===== config.mk =====
export PLATFORM = sky130hd
export DESIGN_NAME = grouped_mean_spread_flat
export DESIGN_NICKNAME = d
export VERILOG_FILES = /design/src/sv/gms_pkg.sv /design/src/sv/gms_if.sv /design/src/sv/gms_ram.sv /design/src/sv/gms_div.sv /design/src/sv/gms_sqrt.sv /design/src/sv/grouped_mean_spread.sv /design/src/flat_wrapper.sv
export SDC_FILE = /design/constraint.sdc
export NUM_CORES = 2
export LEC_CHECK = 0
export BUFFER_PORTS_ARGS = -buffer_cell sky130_fd_sc_hd__clkbuf_2
export CORE_MARGIN = 8
export CORE_UTILIZATION = 27
export DETAILED_ROUTE_END_ITERATION = 8
export HOLD_SLACK_MARGIN = 0.02
export SYNTH_ARGS = -nofsm -noshare
export SYNTH_HDL_FRONTEND = slang
export SYNTH_SLANG_ARGS = --single-unit

===== constraint.sdc =====
create_clock -name clk -period 9.65 [get_ports clk]
set_input_delay 1.93 -clock clk [delete_from_list [all_inputs] [get_ports clk]]
set_output_delay 1.93 -clock clk [all_outputs]
set_load 0.01 [all_outputs]

===== src/sv/gms_pkg.sv =====
// Shared constants, widths and a helper function of the grouped mean/spread block.
package gms_pkg;

  localparam int MAX_REPEATS = 16;
  localparam int MAX_DIMS    = 16;
  localparam int STORE_DEPTH = MAX_REPEATS * MAX_DIMS;

  localparam int SAMPLE_W = 16;
  localparam int REG_W    = 5;
  localparam int DIM_W    = 4;
  localparam int ADDR_W   = $clog2(STORE_DEPTH);
  localparam int TOT_W    = $clog2(STORE_DEPTH + 1);
  localparam int CNT_W    = $clog2(MAX_REPEATS + 1);
  localparam int SUM_W    = SAMPLE_W + $clog2(MAX_REPEATS);
  localparam int DEV_W    = SAMPLE_W + 1;
  localparam int SQ_W     = 2 * SAMPLE_W;
  localparam int ACC_W    = SQ_W + $clog2(MAX_REPEATS);
  localparam int ROOT_W   = (ACC_W + 1) / 2;
  localparam int DIV_W    = (SUM_W > ROOT_W) ? SUM_W : ROOT_W;
  localparam int SPREAD_W = 18;

  localparam int CFG_IDX_W = 2;
  localparam logic [CFG_IDX_W-1:0] REG_REPEAT = CFG_IDX_W'(0);
  localparam logic [CFG_IDX_W-1:0] REG_DIM    = CFG_IDX_W'(1);

  // zero acts as one, anything above the limit acts as the limit
  function automatic logic [REG_W-1:0] clamp_reg(input logic [REG_W-1:0] v,
                                                 input logic [REG_W-1:0] hi);
    logic [REG_W-1:0] r;
    if (v == '0) r = REG_W'(1);
    else if (v > hi) r = hi;
    else r = v;
    return r;
  endfunction

endpackage


===== src/sv/gms_if.sv =====
// Valid/ready channel interfaces for samples and results.
interface gms_in_if import gms_pkg::*; ();
  logic                       valid;
  logic                       ready;
  logic signed [SAMPLE_W-1:0] sample;

  modport source (output valid, output sample, input ready);
  modport sink   (input valid, input sample, output ready);
endinterface

interface gms_out_if import gms_pkg::*; ();
  logic                       valid;
  logic                       ready;
  logic [DIM_W-1:0]           dim_index;
  logic signed [SAMPLE_W-1:0] mean_value;
  logic [SPREAD_W-1:0]        spread_value;
  logic                       last_result;

  modport source (output valid, output dim_index, output mean_value,
                  output spread_value, output last_result, input ready);
  modport sink   (input valid, input dim_index, input mean_value,
                  input spread_value, input last_result, output ready);
endinterface


===== src/sv/gms_ram.sv =====
// Simple dual-port synchronous RAM with a registered read.
module gms_ram #(
  parameter int DEPTH = 256,
  parameter int WIDTH = 16
) (
  input  logic                     clk,
  input  logic                     we,
  input  logic [$clog2(DEPTH)-1:0] waddr,
  input  logic [WIDTH-1:0]         wdata,
  input  logic                     re,
  input  logic [$clog2(DEPTH)-1:0] raddr,
  output logic [WIDTH-1:0]         rdata
);

  logic [WIDTH-1:0] mem [DEPTH];

  always_ff @(posedge clk) begin
    if (we) begin
      mem[waddr] <= wdata;
    end
    if (re) begin
      rdata <= mem[raddr];
    end
  end

endmodule


===== src/sv/gms_div.sv =====
// Iterative restoring divider, one quotient bit per cycle.
module gms_div import gms_pkg::*; (
  input  logic             clk,
  input  logic             rst_n,
  input  logic             start,
  input  logic [DIV_W-1:0] dividend,
  input  logic [REG_W-1:0] divisor,
  output logic             done,
  output logic [DIV_W-1:0] quotient
);

  localparam int STEP_W = $clog2(DIV_W + 1);

  logic [DIV_W-1:0]  quo_r, quo_nxt;
  logic [REG_W-1:0]  rem_r, rem_nxt;
  logic [REG_W-1:0]  dsr_r;
  logic [STEP_W-1:0] cnt_r;
  logic              busy_r;
  logic              done_r;
  logic [REG_W-1:0]  trial;

  // remainder stays below divisor (at most 16), so the trial fits REG_W bits
  always_comb begin
    trial = {rem_r[REG_W-2:0], quo_r[DIV_W-1]};
    if (trial >= dsr_r) begin
      rem_nxt = trial - dsr_r;
      quo_nxt = {quo_r[DIV_W-2:0], 1'b1};
    end else begin
      rem_nxt = trial;
      quo_nxt = {quo_r[DIV_W-2:0], 1'b0};
    end
  end

  always_ff @(posedge clk) begin
    if (!rst_n) begin
      busy_r <= 1'b0;
      done_r <= 1'b0;
      cnt_r  <= '0;
    end else begin
      done_r <= 1'b0;
      if (start) begin
        busy_r <= 1'b1;
        cnt_r  <= '0;
        quo_r  <= dividend;
        rem_r  <= '0;
        dsr_r  <= divisor;
      end else if (busy_r) begin
        quo_r <= quo_nxt;
        rem_r <= rem_nxt;
        cnt_r <= cnt_r + STEP_W'(1);
        if (cnt_r == STEP_W'(DIV_W - 1)) begin
          busy_r <= 1'b0;
          done_r <= 1'b1;
        end
      end
    end
  end

  assign done     = done_r;
  assign quotient = quo_r;

endmodule


===== src/sv/gms_sqrt.sv =====
// Iterative integer square root, one result bit per cycle.
module gms_sqrt import gms_pkg::*; (
  input  logic              clk,
  input  logic              rst_n,
  input  logic              start,
  input  logic [ACC_W-1:0]  value,
  output logic              done,
  output logic [ROOT_W-1:0] root
);

  localparam int RES_W  = ACC_W + 1;
  localparam int STEP_W = $clog2(ROOT_W + 1);

  logic [ACC_W-1:0]  v_r;
  logic [RES_W-1:0]  res_r;
  logic [ACC_W-1:0]  bit_r;
  logic [STEP_W-1:0] cnt_r;
  logic              busy_r;
  logic              done_r;
  logic [RES_W-1:0]  trial;

  assign trial = res_r + RES_W'(bit_r);

  always_ff @(posedge clk) begin
    if (!rst_n) begin
      busy_r <= 1'b0;
      done_r <= 1'b0;
      cnt_r  <= '0;
    end else begin
      done_r <= 1'b0;
      if (start) begin
        busy_r <= 1'b1;
        cnt_r  <= '0;
        v_r    <= value;
        res_r  <= '0;
        bit_r  <= ACC_W'(1) << (2 * (ROOT_W - 1));
      end else if (busy_r) begin
        if (RES_W'(v_r) >= trial) begin
          v_r   <= v_r - trial[ACC_W-1:0];
          res_r <= (res_r >> 1) + RES_W'(bit_r);
        end else begin
          res_r <= res_r >> 1;
        end
        bit_r <= bit_r >> 2;
        cnt_r <= cnt_r + STEP_W'(1);
        if (cnt_r == STEP_W'(ROOT_W - 1)) begin
          busy_r <= 1'b0;
          done_r <= 1'b1;
        end
      end
    end
  end

  assign done = done_r;
  assign root = res_r[ROOT_W-1:0];

endmodule


===== src/sv/grouped_mean_spread.sv =====
// Top level: sample store, per-dimension mean/spread sequencer and result register.
//
//  channel  dir  handshake          payload
//  in_bus   in   valid/ready        sample (s16 Q8.8)
//  out_bus  out  valid/ready        dim_index, mean_value, spread_value, last_result
//  cfg_*    in   cfg_we only        cfg_index (0 repeat_count, 1 dim_count), cfg_wdata
//
// Load: one sample per cycle into the store while in_bus.ready is high.
// Compute per dimension (R = repeat count): a sum pass of R store reads, the
// mean divide, a squares pass of R store reads, the square root, the spread
// divide and the write to the result register.
// The divider serves both divides; it and the square-root unit are iterative.
// Synchronous active-low reset clears control state; store contents are not cleared.
// A stalled result register holds the sequencer only at the hand-off to it.
module grouped_mean_spread import gms_pkg::*; (
  input  logic                 clk,
  input  logic                 rst_n,
  gms_in_if.sink               in_bus,
  gms_out_if.source            out_bus,
  input  logic                 cfg_we,
  input  logic [CFG_IDX_W-1:0] cfg_index,
  input  logic [REG_W-1:0]     cfg_wdata
);

  typedef enum logic [2:0] {
    S_LOAD, S_SUM, S_MDIV, S_SQ, S_SQRT, S_SDIV, S_EMIT
  } state_t;

  state_t state_r;

  // configuration, raw and clamped
  logic [REG_W-1:0] rep_r, dim_r;
  logic [REG_W-1:0] reps_c, dims_c;
  logic [TOT_W-1:0] total;

  // load side
  logic [ADDR_W-1:0] load_cnt_r;
  logic              in_fire;
  logic              last_load;

  // pass control
  logic [DIM_W-1:0]  d_r;
  logic [ADDR_W-1:0] addr_r;
  logic [CNT_W-1:0]  iss_cnt_r;
  logic [CNT_W-1:0]  got_cnt_r;
  logic              rd_en;
  logic              rvld_r;
  logic              sq_vld_r;
  logic              launched_r;

  // datapath
  logic [SAMPLE_W-1:0]        rd_data;
  logic signed [SUM_W-1:0]    sum_r;
  logic signed [SAMPLE_W-1:0] mean_r;
  logic signed [DEV_W-1:0]    dev;
  logic signed [2*DEV_W-1:0]  dev_sq;
  logic [SQ_W-1:0]            sq_r;
  logic [ACC_W-1:0]           acc_r;
  logic [ROOT_W-1:0]          root_r;
  logic [SPREAD_W-1:0]        spread_r;
  logic [SUM_W-1:0]           sum_mag;
  logic signed [SAMPLE_W-1:0] mean_q;

  // arithmetic units; the divider serves both divides
  logic              div_start, div_done;
  logic [DIV_W-1:0]  div_dvd, div_quo;
  logic              sqrt_start, sqrt_done;
  logic [ROOT_W-1:0] sqrt_root;

  // result register
  logic                       out_vld_r;
  logic [DIM_W-1:0]           out_dim_r;
  logic signed [SAMPLE_W-1:0] out_mean_r;
  logic [SPREAD_W-1:0]        out_spread_r;
  logic                       out_last_r;
  logic                       emit_ok;
  logic                       last_dim;

  assign reps_c = clamp_reg(rep_r, REG_W'(MAX_REPEATS));
  assign dims_c = clamp_reg(dim_r, REG_W'(MAX_DIMS));
  assign total  = TOT_W'(reps_c) * TOT_W'(dims_c);

  assign in_bus.ready = (state_r == S_LOAD);
  assign in_fire      = in_bus.valid && in_bus.ready;
  assign last_load    = (TOT_W'(load_cnt_r) + TOT_W'(1)) == total;

  // one store read per cycle while a pass still has entries to fetch
  assign rd_en = ((state_r == S_SUM) || (state_r == S_SQ)) && (iss_cnt_r != reps_c);

  gms_ram #(.DEPTH(STORE_DEPTH), .WIDTH(SAMPLE_W)) u_store (
    .clk   (clk),
    .we    (in_fire),
    .waddr (load_cnt_r),
    .wdata (in_bus.sample),
    .re    (rd_en),
    .raddr (addr_r),
    .rdata (rd_data)
  );

  // mean divide works on the magnitude, sign restored after (truncation toward zero)
  assign sum_mag = sum_r[SUM_W-1] ? SUM_W'(-sum_r) : SUM_W'(sum_r);
  assign mean_q  = sum_r[SUM_W-1] ? -SAMPLE_W'(div_quo) : SAMPLE_W'(div_quo);

  assign div_start = ((state_r == S_MDIV) || (state_r == S_SDIV)) && !launched_r;
  assign div_dvd   = (state_r == S_MDIV) ? DIV_W'(sum_mag) : DIV_W'(root_r);
  assign sqrt_start = (state_r == S_SQRT) && !launched_r;

  gms_div u_div (
    .clk      (clk),
    .rst_n    (rst_n),
    .start    (div_start),
    .dividend (div_dvd),
    .divisor  (reps_c),
    .done     (div_done),
    .quotient (div_quo)
  );

  gms_sqrt u_sqrt (
    .clk   (clk),
    .rst_n (rst_n),
    .start (sqrt_start),
    .value (acc_r),
    .done  (sqrt_done),
    .root  (sqrt_root)
  );

  // squared deviation from the truncated mean; never exceeds 32 bits unsigned
  assign dev    = DEV_W'($signed(rd_data)) - DEV_W'(mean_r);
  assign dev_sq = dev * dev;

  assign emit_ok  = !out_vld_r || out_bus.ready;
  assign last_dim = (d_r == DIM_W'(dims_c - REG_W'(1)));

  always_ff @(posedge clk) begin
    if (!rst_n) begin
      state_r    <= S_LOAD;
      rep_r      <= REG_W'(1);
      dim_r      <= REG_W'(1);
      load_cnt_r <= '0;
      iss_cnt_r  <= '0;
      got_cnt_r  <= '0;
      rvld_r     <= 1'b0;
      sq_vld_r   <= 1'b0;
      launched_r <= 1'b0;
      out_vld_r  <= 1'b0;
      d_r        <= '0;
    end else begin
      rvld_r   <= rd_en;
      sq_vld_r <= (state_r == S_SQ) && rvld_r;
      if (rd_en) begin
        addr_r    <= addr_r + ADDR_W'(dims_c);
        iss_cnt_r <= iss_cnt_r + CNT_W'(1);
      end
      if (div_start || sqrt_start) begin
        launched_r <= 1'b1;
      end
      if (out_vld_r && out_bus.ready) begin
        out_vld_r <= 1'b0;
      end

      // any known register write restarts the load
      if (cfg_we && ((cfg_index == REG_REPEAT) || (cfg_index == REG_DIM))) begin
        load_cnt_r <= '0;
        if (cfg_index == REG_REPEAT) begin
          rep_r <= cfg_wdata;
        end else begin
          dim_r <= cfg_wdata;
        end
      end

      unique case (state_r)
        S_LOAD: begin
          if (in_fire) begin
            if (last_load) begin
              load_cnt_r <= '0;
              state_r    <= S_SUM;
              d_r        <= '0;
              addr_r     <= '0;
              iss_cnt_r  <= '0;
              got_cnt_r  <= '0;
              sum_r      <= '0;
            end else begin
              load_cnt_r <= load_cnt_r + ADDR_W'(1);
            end
          end
        end

        S_SUM: begin
          if (rvld_r) begin
            sum_r     <= sum_r + SUM_W'($signed(rd_data));
            got_cnt_r <= got_cnt_r + CNT_W'(1);
            if (got_cnt_r + CNT_W'(1) == reps_c) begin
              state_r    <= S_MDIV;
              launched_r <= 1'b0;
            end
          end
        end

        S_MDIV: begin
          if (div_done) begin
            mean_r    <= mean_q;
            state_r   <= S_SQ;
            addr_r    <= ADDR_W'(d_r);
            iss_cnt_r <= '0;
            got_cnt_r <= '0;
            acc_r     <= '0;
          end
        end

        S_SQ: begin
          if (rvld_r) begin
            sq_r <= dev_sq[SQ_W-1:0];
          end
          if (sq_vld_r) begin
            acc_r     <= acc_r + ACC_W'(sq_r);
            got_cnt_r <= got_cnt_r + CNT_W'(1);
            if (got_cnt_r + CNT_W'(1) == reps_c) begin
              state_r    <= S_SQRT;
              launched_r <= 1'b0;
            end
          end
        end

        S_SQRT: begin
          if (sqrt_done) begin
            root_r     <= sqrt_root;
            state_r    <= S_SDIV;
            launched_r <= 1'b0;
          end
        end

        // spread is staged here; the result register may still hold a waiting beat
        S_SDIV: begin
          if (div_done) begin
            spread_r <= div_quo[SPREAD_W-1:0];
            state_r  <= S_EMIT;
          end
        end

        S_EMIT: begin
          if (emit_ok) begin
            out_vld_r    <= 1'b1;
            out_dim_r    <= d_r;
            out_mean_r   <= mean_r;
            out_spread_r <= spread_r;
            out_last_r   <= last_dim;
            if (last_dim) begin
              state_r <= S_LOAD;
            end else begin
              state_r   <= S_SUM;
              d_r       <= d_r + DIM_W'(1);
              addr_r    <= ADDR_W'(d_r + DIM_W'(1));
              iss_cnt_r <= '0;
              got_cnt_r <= '0;
              sum_r     <= '0;
            end
          end
        end

        default: begin
          state_r <= S_LOAD;
        end
      endcase
    end
  end

  assign out_bus.valid        = out_vld_r;
  assign out_bus.dim_index    = out_dim_r;
  assign out_bus.mean_value   = out_mean_r;
  assign out_bus.spread_value = out_spread_r;
  assign out_bus.last_result  = out_last_r;

  // load counter only runs while loading
  a_load_idle: assert property (@(posedge clk) disable iff (!rst_n)
    (state_r != S_LOAD) |-> (load_cnt_r == '0))
    else $error("load count nonzero outside load phase");

  // divider finishes only in a state waiting for it
  a_div_owner: assert property (@(posedge clk) disable iff (!rst_n)
    div_done |-> ((state_r == S_MDIV) || (state_r == S_SDIV)))
    else $error("divider result with no consumer");

  // square root finishes only in its own state
  a_sqrt_owner: assert property (@(posedge clk) disable iff (!rst_n)
    sqrt_done |-> (state_r == S_SQRT))
    else $error("square root result with no consumer");

  // a pass never consumes more store reads than it issued
  a_pass_order: assert property (@(posedge clk) disable iff (!rst_n)
    ((state_r == S_SUM) || (state_r == S_SQ)) |-> (got_cnt_r <= iss_cnt_r))
    else $error("store read count out of order");

endmodule


===== src/flat_wrapper.sv =====
// flat-port wrapper written by rule: the top's interface ports become plain ports
module grouped_mean_spread_flat import gms_pkg::*;
  (clk, rst_n, cfg_we, cfg_index, cfg_wdata, in_bus_valid, in_bus_sample, in_bus_ready, out_bus_valid, out_bus_dim_index, out_bus_mean_value, out_bus_spread_value, out_bus_last_result, out_bus_ready);
  gms_in_if in_bus_i ();
  gms_out_if out_bus_i ();
  input  logic clk;
  input  logic rst_n;
  input  logic cfg_we;
  input  logic [CFG_IDX_W-1:0] cfg_index;
  input  logic [REG_W-1:0] cfg_wdata;
  input wire logic [$bits(in_bus_i.valid)-1:0] in_bus_valid;
  input wire logic [$bits(in_bus_i.sample)-1:0] in_bus_sample;
  output wire logic [$bits(in_bus_i.ready)-1:0] in_bus_ready;
  output wire logic [$bits(out_bus_i.valid)-1:0] out_bus_valid;
  output wire logic [$bits(out_bus_i.dim_index)-1:0] out_bus_dim_index;
  output wire logic [$bits(out_bus_i.mean_value)-1:0] out_bus_mean_value;
  output wire logic [$bits(out_bus_i.spread_value)-1:0] out_bus_spread_value;
  output wire logic [$bits(out_bus_i.last_result)-1:0] out_bus_last_result;
  input wire logic [$bits(out_bus_i.ready)-1:0] out_bus_ready;
  assign in_bus_i.valid = in_bus_valid;
  assign in_bus_i.sample = in_bus_sample;
  assign in_bus_ready = in_bus_i.ready;
  assign out_bus_valid = out_bus_i.valid;
  assign out_bus_dim_index = out_bus_i.dim_index;
  assign out_bus_mean_value = out_bus_i.mean_value;
  assign out_bus_spread_value = out_bus_i.spread_value;
  assign out_bus_last_result = out_bus_i.last_result;
  assign out_bus_i.ready = out_bus_ready;
  grouped_mean_spread u_core (.clk(clk), .rst_n(rst_n), .in_bus(in_bus_i), .out_bus(out_bus_i), .cfg_we(cfg_we), .cfg_index(cfg_index), .cfg_wdata(cfg_wdata));
endmodule

==> flow_metrics.py <==
metrics = {
    "critical_path": {
        "crit_arrival_ps": 9730,
        "crit_top_cell": "fa_1",
        "crit_fanout": 7,
        "reg2reg_depth": 34,
        "critPathLaunchType": "flop",
        "path_buf_inv": 6,
        "worstPathRequired_ps": 10320,
        "r2r_setup_slack_ps": 590,
        "rr_startpoint": "u_core.mean_r[1]",
        "critical_path.top_delay_family": "adder cells",
        "slowest_delay_ps": 500,
        "crit_path_end_kind": "flop",
        "cpMaxStageDelayCell": "fa_1",
        "cp.depth": 34,
        "cp-startpoint": "u_core.mean_r[1]",
        "rr_endpoint": "u_core.sq_r[31]",
        "crit_type": "reg -> reg",
        "crit_end": "u_core.sq_r[31]",
    },
    "synthesis": {
        "synth_nets": 10100,
        "syn_area_um2": 189000,
        "synth_compound_area_share_pct": 2.00,
        "yosysUniqueCellTypes": 75,
        "async_flop_share_pct": 0,
        "synth-xor-area-share_pct": 1.23,
        "yosys_warnings": 0,
        "synth_edf_count": 4418,
        "synthFlopType": "edfxtp_1",
        "ys_seq_area_share_pct": 70.7,
        "syn_avg_cell_area_um2": 19.9,
        "synth_top_family_by_area": "multiplexers",
        "synth-seq-cells": 4471,
        "yosys.area_share.simple_pct": 3.13,
        "synth.area.mux_share_pct": 16.6,
        "synth_fa_ha_area_share_pct": 4.58,
        "synthCells": 9504,
    },
    "cells_and_area": {
        "utilization_pct": 31.1,
        "final_cell_area_um2": 217000,
        "drive_gt1_share_pct": 24.4,
        "most-common-layout-cells": "4418 x edfxtp_1, 1360 x mux4_2, 560 x nor2_1",
        "nets": 10500,
        "syn_to_final_growth_pct": 14.7,
        "final_common_cell": "edfxtp_1",
    },
    "floorplanning": {
        "die_area_um2": 728000,
        "fp.dieH_um": 853,
        "start_util_pct": 27.1,
        "rows": 307,
        "chipWidth_um": 853,
        "io_pins": 69,
        "coreArea_um2": 698000,
    },
    "clock_tree": {
        "cts_buffers": 428,
        "cts_tree": "done",
        "h-tree-depth": 5,
        "cts-root-buf": "clkbuf_16",
        "ctsHoldBuffers": 0,
        "post_cts_buffers": 0,
        "clockBufferDepth": 4,
        "cts_num_sinks": 4471,
        "worstSkewPairLatency_ps": 1060,
        "clk_pin_slew_ps": 60,
    },
    "sta": {
        "slew_violations": 0,
        "min_period_over_period_pct": 93.9,
        "max-slew-margin-rel_pct": 14.1,
        "fmax_mhz": 110,
        "setup_viol": 0,
        "tightest_slew_ps": 1290,
        "rsz0062_at_grt": "no",
        "skew_ps": 123,
        "hold_violations": 0,
        "holdWs_ps": 414,
        "tns_ps": 0,
        "finalCriticalPeriod_ps": 9060,
    },
    "detailed_routing": {
        "wl_met3_um": 35900,
        "wl_per_cell_um": 24.1,
        "drtAntennaViolNets": 0,
        "wl_met2_um": 215000,
        "drt_iter0_markers": 10300,
        "num_vias": 93300,
        "drc": 0,
        "drt-total-wl_um": 472000,
        "wl_met1_um": 211000,
        "vias_per_cell": 4.76,
        "first_pass_iters": 5,
        "top_layer_used": "met5",
    },
    "run_status": {
        "status": "completed",
    },
    "worst_hold_path": {
        "hold_class": "reg -> reg",
        "worstHoldStart": "u_core.spread_r[7]",
        "hold_depth": 0,
    },
    "global_routing": {
        "grt_pass1_vias": 92900,
        "antenna_found_initial": 44,
        "grt.total_usage_pct": 12.5,
        "grt_max_degree": 192,
        "grt_pass1_wl_um": 679000,
        "grt_remaining_overflow": 0,
    },
    "placement": {
        "io_buffers": 68,
        "place_congestion": 0.813,
        "place_area_um2": 203000,
        "hpwl_um": 290000,
    },
    "run": {
        "maxCapViolCount": 0,
    },
}
==> metal layers <==
layer	global-route usage (%)	vias up
li1	-	39200
met2	19.4	3262
met3	2.35	572
met1	18.2	50200
met4	2.81	10
met5	0	-
==> area by class of cell <==
| type | instances | area [um2] |
|---|---|---|
| inverters | 426 | 1600 |
| well taps | 9270 | 11600 |
| clock inverters | 272 | 2840 |
| diodes | 8 | 20.0 |
| multi-input cells | 4162 | 52200 |
| clock buffers | 525 | 11200 |
| fillers | 66900 | 481000 |
| flip-flops and latches | 4471 | 134000 |
| repair buffers | 468 | 3790 |
==> flip-flops by register name (all words and copies together), names as in the netlist, 18 cells and up <==
register and flops:
u_core.acc_r 36, u_core.out_bus.spread_value 18, u_core.root_r 18, u_core.spread_r 18
u_core.sq_r 31, u_core.sum_r 20, u_core.u_div.quotient 20, u_core.u_sqrt.bit_r 18
u_core.u_sqrt.res_r 37, u_core.u_sqrt.v_r 36, u_core.u_store.mem 4096
==> cell usage after synthesis, drive strengths merged (53+ instances only) <==
master,instances,share of area (%)
o21ai,136,0.36
inv,422,0.84
xor2,113,0.52
a21oi,184,0.49
ha,261,1.7
nor3,54,0.14
nor2,581,1.2
nand2b,53,0.18
edfxtp,4418,70
buf,146,0.36
xnor2,153,0.71
nand3,77,0.20
a21o,56,0.22
mux2i,66,0.35
fa,270,2.9
mux4,1360,16
clkbuf,299,0.59
dfxtp,53,0.56
nand2,363,0.72
==> cell families after synthesis <==
kind of cell	after synthesis
AO/OA/AOI/OAI	601
XOR/XNOR	266
adder cells (fa/ha/maj)	531
buffers and inverters	871
flip-flops	4471
multiplexers	1428
AND/OR/NAND/NOR	1336
==> how the worst min path moves through the flow <==
| stage | endpoint | slack, ps |
|---|---|---|
| detailed placement | u_core.out_bus.spread_value[3] | 400 |
| CTS | u_core.out_bus.spread_value[9] | 420 |
| floorplan | u_core.out_bus.spread_value[0] | 400 |
| finish | u_core.out_bus.spread_value[7] | 410 |
| global placement | u_core.out_bus.spread_value[0] | 400 |
| global route | u_core.out_bus.spread_value[9] | 420 |
==> worst register-to-register path: cells and delay by family, from the launching register on <==
family,cells,cell delay [ps]
buffers and inverters,6,630
XOR/XNOR,1,80
adder cells (fa/ha/maj),8,3470
AO/OA/AOI/OAI,13,3150
AND/OR/NAND/NOR,6,1060
flip-flops,1,420
==> per-stage QoR <==
step	instances	setup WS, ps
after global placement	18800	88.5
after CTS	19600	171
after detailed placement	18800	191
final	19600	589
after floorplan	9504	1140
after global routing	19600	54.5
==> what timing repair did <==
item                                    4_1_cts  5_1_grt
endpoints found under the setup margin        0        2
hold endpoints to repair                      0        0
gates resized for setup                       0        3
Power is left out: the tool's default activity adds up to more than one toggle a clock period on the data nets, which glitch-free logic cannot reach.
